`src/hdl/nsps_pkg.sv`:
```
// Shared types and constants of the nearest successor/predecessor search block.
`default_nettype none
package nsps_pkg;

  localparam int TABLE_DEPTH = 64;
  localparam int VALUE_BITS  = 32;
  localparam int IDX_W       = $clog2(TABLE_DEPTH);
  localparam int CNT_W       = $clog2(TABLE_DEPTH + 1);
  localparam int CMD_W       = 2;

  // Configuration port.
  localparam int APB_ADDR_W  = 3;
  localparam int APB_DATA_W  = 32;
  localparam logic [APB_ADDR_W-1:0] ADDR_ACTIVE_COUNT = 3'd0;

  typedef enum logic [CMD_W-1:0] {
    CMD_WRITE = 2'd0,
    CMD_ABOVE = 2'd1,
    CMD_BELOW = 2'd2
  } cmd_e;

  typedef enum logic [1:0] {
    ST_IDLE,
    ST_SCAN,
    ST_HOLD
  } state_e;

  // Search token that walks the cell chain, one cell per cycle.
  typedef struct packed {
    logic                  valid;
    logic                  below;
    logic [CNT_W-1:0]      limit;
    logic [IDX_W-1:0]      idx;
    logic [VALUE_BITS-1:0] ref_val;
    logic                  have;
    logic [VALUE_BITS-1:0] best;
    logic [IDX_W-1:0]      best_pos;
  } tok_t;

endpackage
`default_nettype wire

```
`src/hdl/nsps_cell.sv`:
```
// One table cell: holds one entry and updates the passing search token.
`default_nettype none
module nsps_cell (
  input  wire logic                           clk_i,
  input  wire logic                           rst_ni,
  input  wire logic                           wr_en_i,
  input  wire logic [nsps_pkg::VALUE_BITS-1:0] wr_value_i,
  input  wire nsps_pkg::tok_t                 tok_i,
  output nsps_pkg::tok_t                      tok_o
);
  import nsps_pkg::*;

  logic [VALUE_BITS-1:0] entry_q;
  tok_t                  tok_d;
  tok_t                  tok_q;
  logic                  active;
  logic                  gt_ref;
  logic                  lt_ref;
  logic                  gt_best;
  logic                  lt_best;
  logic                  hit;

  always_ff @(posedge clk_i) begin
    if (wr_en_i) begin
      entry_q <= wr_value_i;
    end
  end

  always_comb begin
    active  = {1'b0, tok_i.idx} < tok_i.limit;
    gt_ref  = $signed(entry_q) > $signed(tok_i.ref_val);
    lt_ref  = $signed(entry_q) < $signed(tok_i.ref_val);
    gt_best = $signed(entry_q) > $signed(tok_i.best);
    lt_best = $signed(entry_q) < $signed(tok_i.best);
    // Strict improvement only, so the lowest slot keeps a tie.
    if (tok_i.below) begin
      hit = lt_ref && (!tok_i.have || gt_best);
    end else begin
      hit = gt_ref && (!tok_i.have || lt_best);
    end

    tok_d     = tok_i;
    tok_d.idx = tok_i.idx + IDX_W'(1);
    if (tok_i.valid && active && hit) begin
      tok_d.have     = 1'b1;
      tok_d.best     = entry_q;
      tok_d.best_pos = tok_i.idx;
    end
  end

  always_ff @(posedge clk_i or negedge rst_ni) begin
    if (!rst_ni) begin
      tok_q <= '0;
    end else begin
      tok_q <= tok_d;
    end
  end

  assign tok_o = tok_q;

endmodule
`default_nettype wire

```
`config.mk`:
```
export PLATFORM = sky130hd
export DESIGN_NAME = nsps_cell
export DESIGN_NICKNAME = d
export VERILOG_FILES = /design/src/hdl/nsps_pkg.sv /design/src/hdl/nsps_cell.sv
export SDC_FILE = /design/constraint.sdc
export NUM_CORES = 1
export LEC_CHECK = 0
export BUFFER_PORTS_ARGS = -buffer_cell sky130_fd_sc_hd__buf_2
export CORE_MARGIN = 4
export CORE_UTILIZATION = 30
export DETAILED_ROUTE_END_ITERATION = 6
export PLACE_DENSITY = 0.63
export SLEW_MARGIN = 20
export SYNTH_ARGS = -nofsm -noshare
export SYNTH_HDL_FRONTEND = slang
export SYNTH_SLANG_ARGS = --single-unit
```
`constraint.sdc`:
```
create_clock -name clk_i -period 3.6 [get_ports clk_i]
set_input_delay 0.72 -clock clk_i [delete_from_list [all_inputs] [get_ports clk_i]]
set_output_delay 0.72 -clock clk_i [all_outputs]
set_load 0.01 [all_outputs]
```
## Yosys cells after proc, flatten, opt, wreduce, memory -nomap -nowiden

Cells that the tools add are included.

- Add/sub/neg operators: 1
- $lt $le $gt $ge: 5
- Multiplexer cells: 2
- Reductions and logical operators: 7

Operator list:

| cell | count |
|---|---|
| 32-bit > comparator | 2 |
| 32-bit < comparator | 2 |
| 39-bit two-way mux | 1 |
| 6-bit by 7-bit < comparator with 1-bit output | 1 |
| 6-bit by 1-bit adder with 6-bit output, second input constant | 1 |
| 1-bit logical AND | 4 |
| 1-bit logical OR | 2 |
| 1-bit zero test | 1 |
| 1-bit two-way mux | 1 |

- Register bits: 118
- Output and inout port bits: 86
- Word-level logic and storage cells: 24

## Logic depth before layout (Yosys ltp)

- Depth in word-level cells: 6
- Depth in mapped cells: 12
- Mapped depth without buffers: 10

## Worst setup path after synthesis

OpenSTA, ideal clock, no wires.

- Kind: input-to-reg
- Start: input port tok_i[68] (netlist bit)
- End: register tok_q, in the netlist tok_o[18]
- Data arrival time: 3.289 ns
- Path slack: 0.186 ns
- Stages: 12
- Buffers on the path: 2
- Cell sequence: inv_1 > ha_1 > nand4_1 > or4_4 > a21boi_1 > mux2_4 > a311oi_4 > nand3_1 > a31oi_2 > buf_6 > buf_12 > mux2_4

RTL lines:

| element | RTL line | source |
|---|---|---|
| start, declared | nsps_cell.sv:8 | `input wire nsps_pkg::tok_t tok_i,` |
| end signal, assigned | nsps_cell.sv:55 | `tok_q <= tok_d;` |
| end, declared | nsps_cell.sv:15 | `tok_t tok_q;` |

==> metrics.yaml <==
cells_and_area:
  drive_above_1_share: 0.4315
  multi_input_area_sq_mm: 0.002200
  fillCellCount: 1759
  utilization: 0.4193
  fin_nets: 864
  diodes: 0
  regArea_sq_mm: 0.003113
  final_cells: 915
  area_growth_pct: 35.36
synth:
  ys.flop_type: "dfrtp_1"
  synth_nets: 628
  synth_edf_count: 32
  synthArstFlopShare: 0.7288
  postSynthCellCount: 437
  synth-seq-cells: 118
  ys_types: 42
  avgSynthCellArea_sq_um: 12.91
  netlist_area_sq_mm: 0.005640
  synth_seq_area_share: 0.5519
  synth_warnings: 0
die:
  ios: 207
  die_h_um: 145.1
  dieArea_sq_mm: 0.02106
  die_w_um: 145.1
  rows: 49
  coreArea_sq_mm: 0.01821
  start_util: 0.3098
pwr:
  peakVddDrop_v: 0.0003082
  p_leak_nw: 3.892
  powerDensity_mw_per_mm2: 506.1
setup_path:
  reg2reg_slack_ns: 0.24
  startpoint: "entry_q[30]"
  path_max_fanout: 20
  path_cells: "ha_1 -> nand4_1 -> or4_4 -> a21boi_1 -> mux2_4 -> a311oi_4 -> nand3_1 -> a31oi_4 -> buf_12 -> mux2_2"
  start_kind: "register"
  cp_top_family: "simple AND/OR/NAND/NOR gates"
  cpMaxStageDelayCell: "or4_4"
  rr_endpoint: "tok_o[14]"
  cp.required_ns: 3.89
  crit_path_end_kind: "register"
  max_stage_delay_ns: 0.58
  r2r.worst_path.cells: 10
  reg2reg_from: "entry_q[30]"
  crit_buf_inv: 1
  arrival_ns: 3.65
  cp.depth: 10
  critical_path_class: "reg -> reg"
timing:
  period_share: 0.9337
  worstMarginPinSlew_ns: 0.8781
  drv_slew: 0
  skew_ns: 0.006675
  hold_violations: 0
  rsz0062_at_grt: "no"
  setup_viol: 0
  min_period_ns: 3.361
  fmaxAchievable_mhz: 297.5
  slew_headroom: 0.4146
global_route:
  antenna_found_initial: 1
  grt_pass1_vias: 4258
  grt_max_degree: 60
  gr-total-overflow: 0
  grt_pass1_wl_mm: 23.20
  track_usage: 0.1424
clocking:
  clock-root-buffer: "clkbuf_16"
  clk_path_buf_depth: 2
  cts_buffers: 17
  cts_tree: "yes"
  cts.sinks: 118
  clk_pin_slew_ns: 0.05
  cts_resized: 0
  ctsHoldBuffers: 0
  htree_levels: 4
  clk_latency_ns: 0.41
  postCtsSetupBuffers: 0
placement:
  place_hpwl_mm: 11.80
  place_inst: 883
  numPortBuffers: 206
  finalWeightedCongestion: 0.7579
status:
  status: "completed"
min_path:
  hold_class: "in -> async"
drt:
  via_per_inst: 4.363
  num_vias: 3992
  wl_per_cell_um: 16.03
  final_antenna_net_count: 0
  finalWirelength_mm: 14.67
  drc: 0
  first_pass_iters: 4
  drtIter0Drc: 103
flow_run:
  maxCapViolCount: 0
[final cells by class]
| type | instances | share of cell area |
|---|---|---|
| sequential | 118 | 0.4077 |
| multi-input combinational | 241 | 0.2881 |
| timing repair buffer | 221 | 0.1518 |
| clock buffer | 19 | 0.05801 |
| tap | 229 | 0.03753 |
| inverter | 74 | 0.03638 |
| clock inverter | 13 | 0.02049 |
[worst max path at each step]
stage	to	slack, ns
floorplan	tok_o[18]	0.19
global placement	tok_o[17]	-0.10
finish	tok_o[14]	0.24
CTS	tok_o[14]	0.21
detailed placement	tok_o[6]	-0.14
global route	tok_o[7]	0.05
[sequential cells by signal (all words and copies together) (netlist names)]
name and flops:
entry_q 32, tok_o 86
[cell usage after synthesis, drive strengths merged, types with 2 or more instances]
cell    instances  area share
a211o           2      0.0031
a211oi          3      0.0040
a21o            6      0.0080
a21oi          24       0.021
a221o           2      0.0035
a31oi           3      0.0044
and3            2      0.0022
and4            2      0.0031
buf             4       0.010
dfrtp          86        0.38
edfxtp         32        0.17
ha             70        0.16
inv            74       0.049
mux2           39       0.092
nand2          19       0.013
nand2b          2      0.0022
nand3          13       0.012
nand4          12       0.013
nor2            4      0.0027
nor2b           2      0.0022
nor3            3      0.0027
nor4            2      0.0022
o211ai          3      0.0040
o21ai          11      0.0098
or2             2      0.0022
xnor2           3      0.0047
[per-stage QoR]
step | worst slack (ns) | area [sq um] | hold slack [ns] | power, W | TNS [ns]
after global placement | -0.1035 | 7036 | 0.4929 | 0.002183 | -2.981
after global routing | 0.04902 | 7635 | 0.4080 | 0.004068 | 0
after floorplan | 0.1858 | 5640 | 0.4244 | 0.001899 | 0
after CTS | 0.2144 | 7635 | 0.3986 | 0.003935 | 0
final | 0.2387 | 7635 | 0.4025 | 0.003864 | 0
after detailed placement | -0.1422 | 7036 | 0.5283 | 0.002195 | -4.108
[metal layers]
| layer | wire, um | up-vias | GRT usage |
|---|---|---|---|
| li1 | - | 2011 | - |
| met1 | 6423 | 1839 | 0.1767 |
| met2 | 7192 | 130 | 0.2376 |
| met3 | 878 | 10 | 0.04646 |
| met4 | 167 | 2 | 0.04368 |
| met5 | 7 | - | 0 |
[power by group]
group          total [W]  internal, W  switching, W
combinational   0.000621     0.000297      0.000324
sequential       0.00154      0.00149     0.0000449
clock            0.00171      0.00110      0.000607
[logic make-up after synthesis]
family	share of synthesized area
flops	0.5519
buf+inv	0.05967
compound gates	0.07143
xor+xnor	0.006212
mux	0.09361
fa+ha+maj	0.1553
simple gates	0.06189
[cells in the final DEF, fill, tap and decap left out, drive strengths merged, types with 3 or more instances in the layout]
cell and n:
nor2 4, mux2 39, clkbuf 19, ha 70, clkinv 5, buf 221
edfxtp 32, nand4 12, a21oi 24, a21o 6, a31oi 3, dfrtp 86
nand3 13, o21ai 11, nand2 19, clkinvlp 5, a211oi 3, nor3 3
inv 74, o211ai 3, bufinv 3, xnor2 3
No activity file was read; power rests on OpenSTA's default activity.
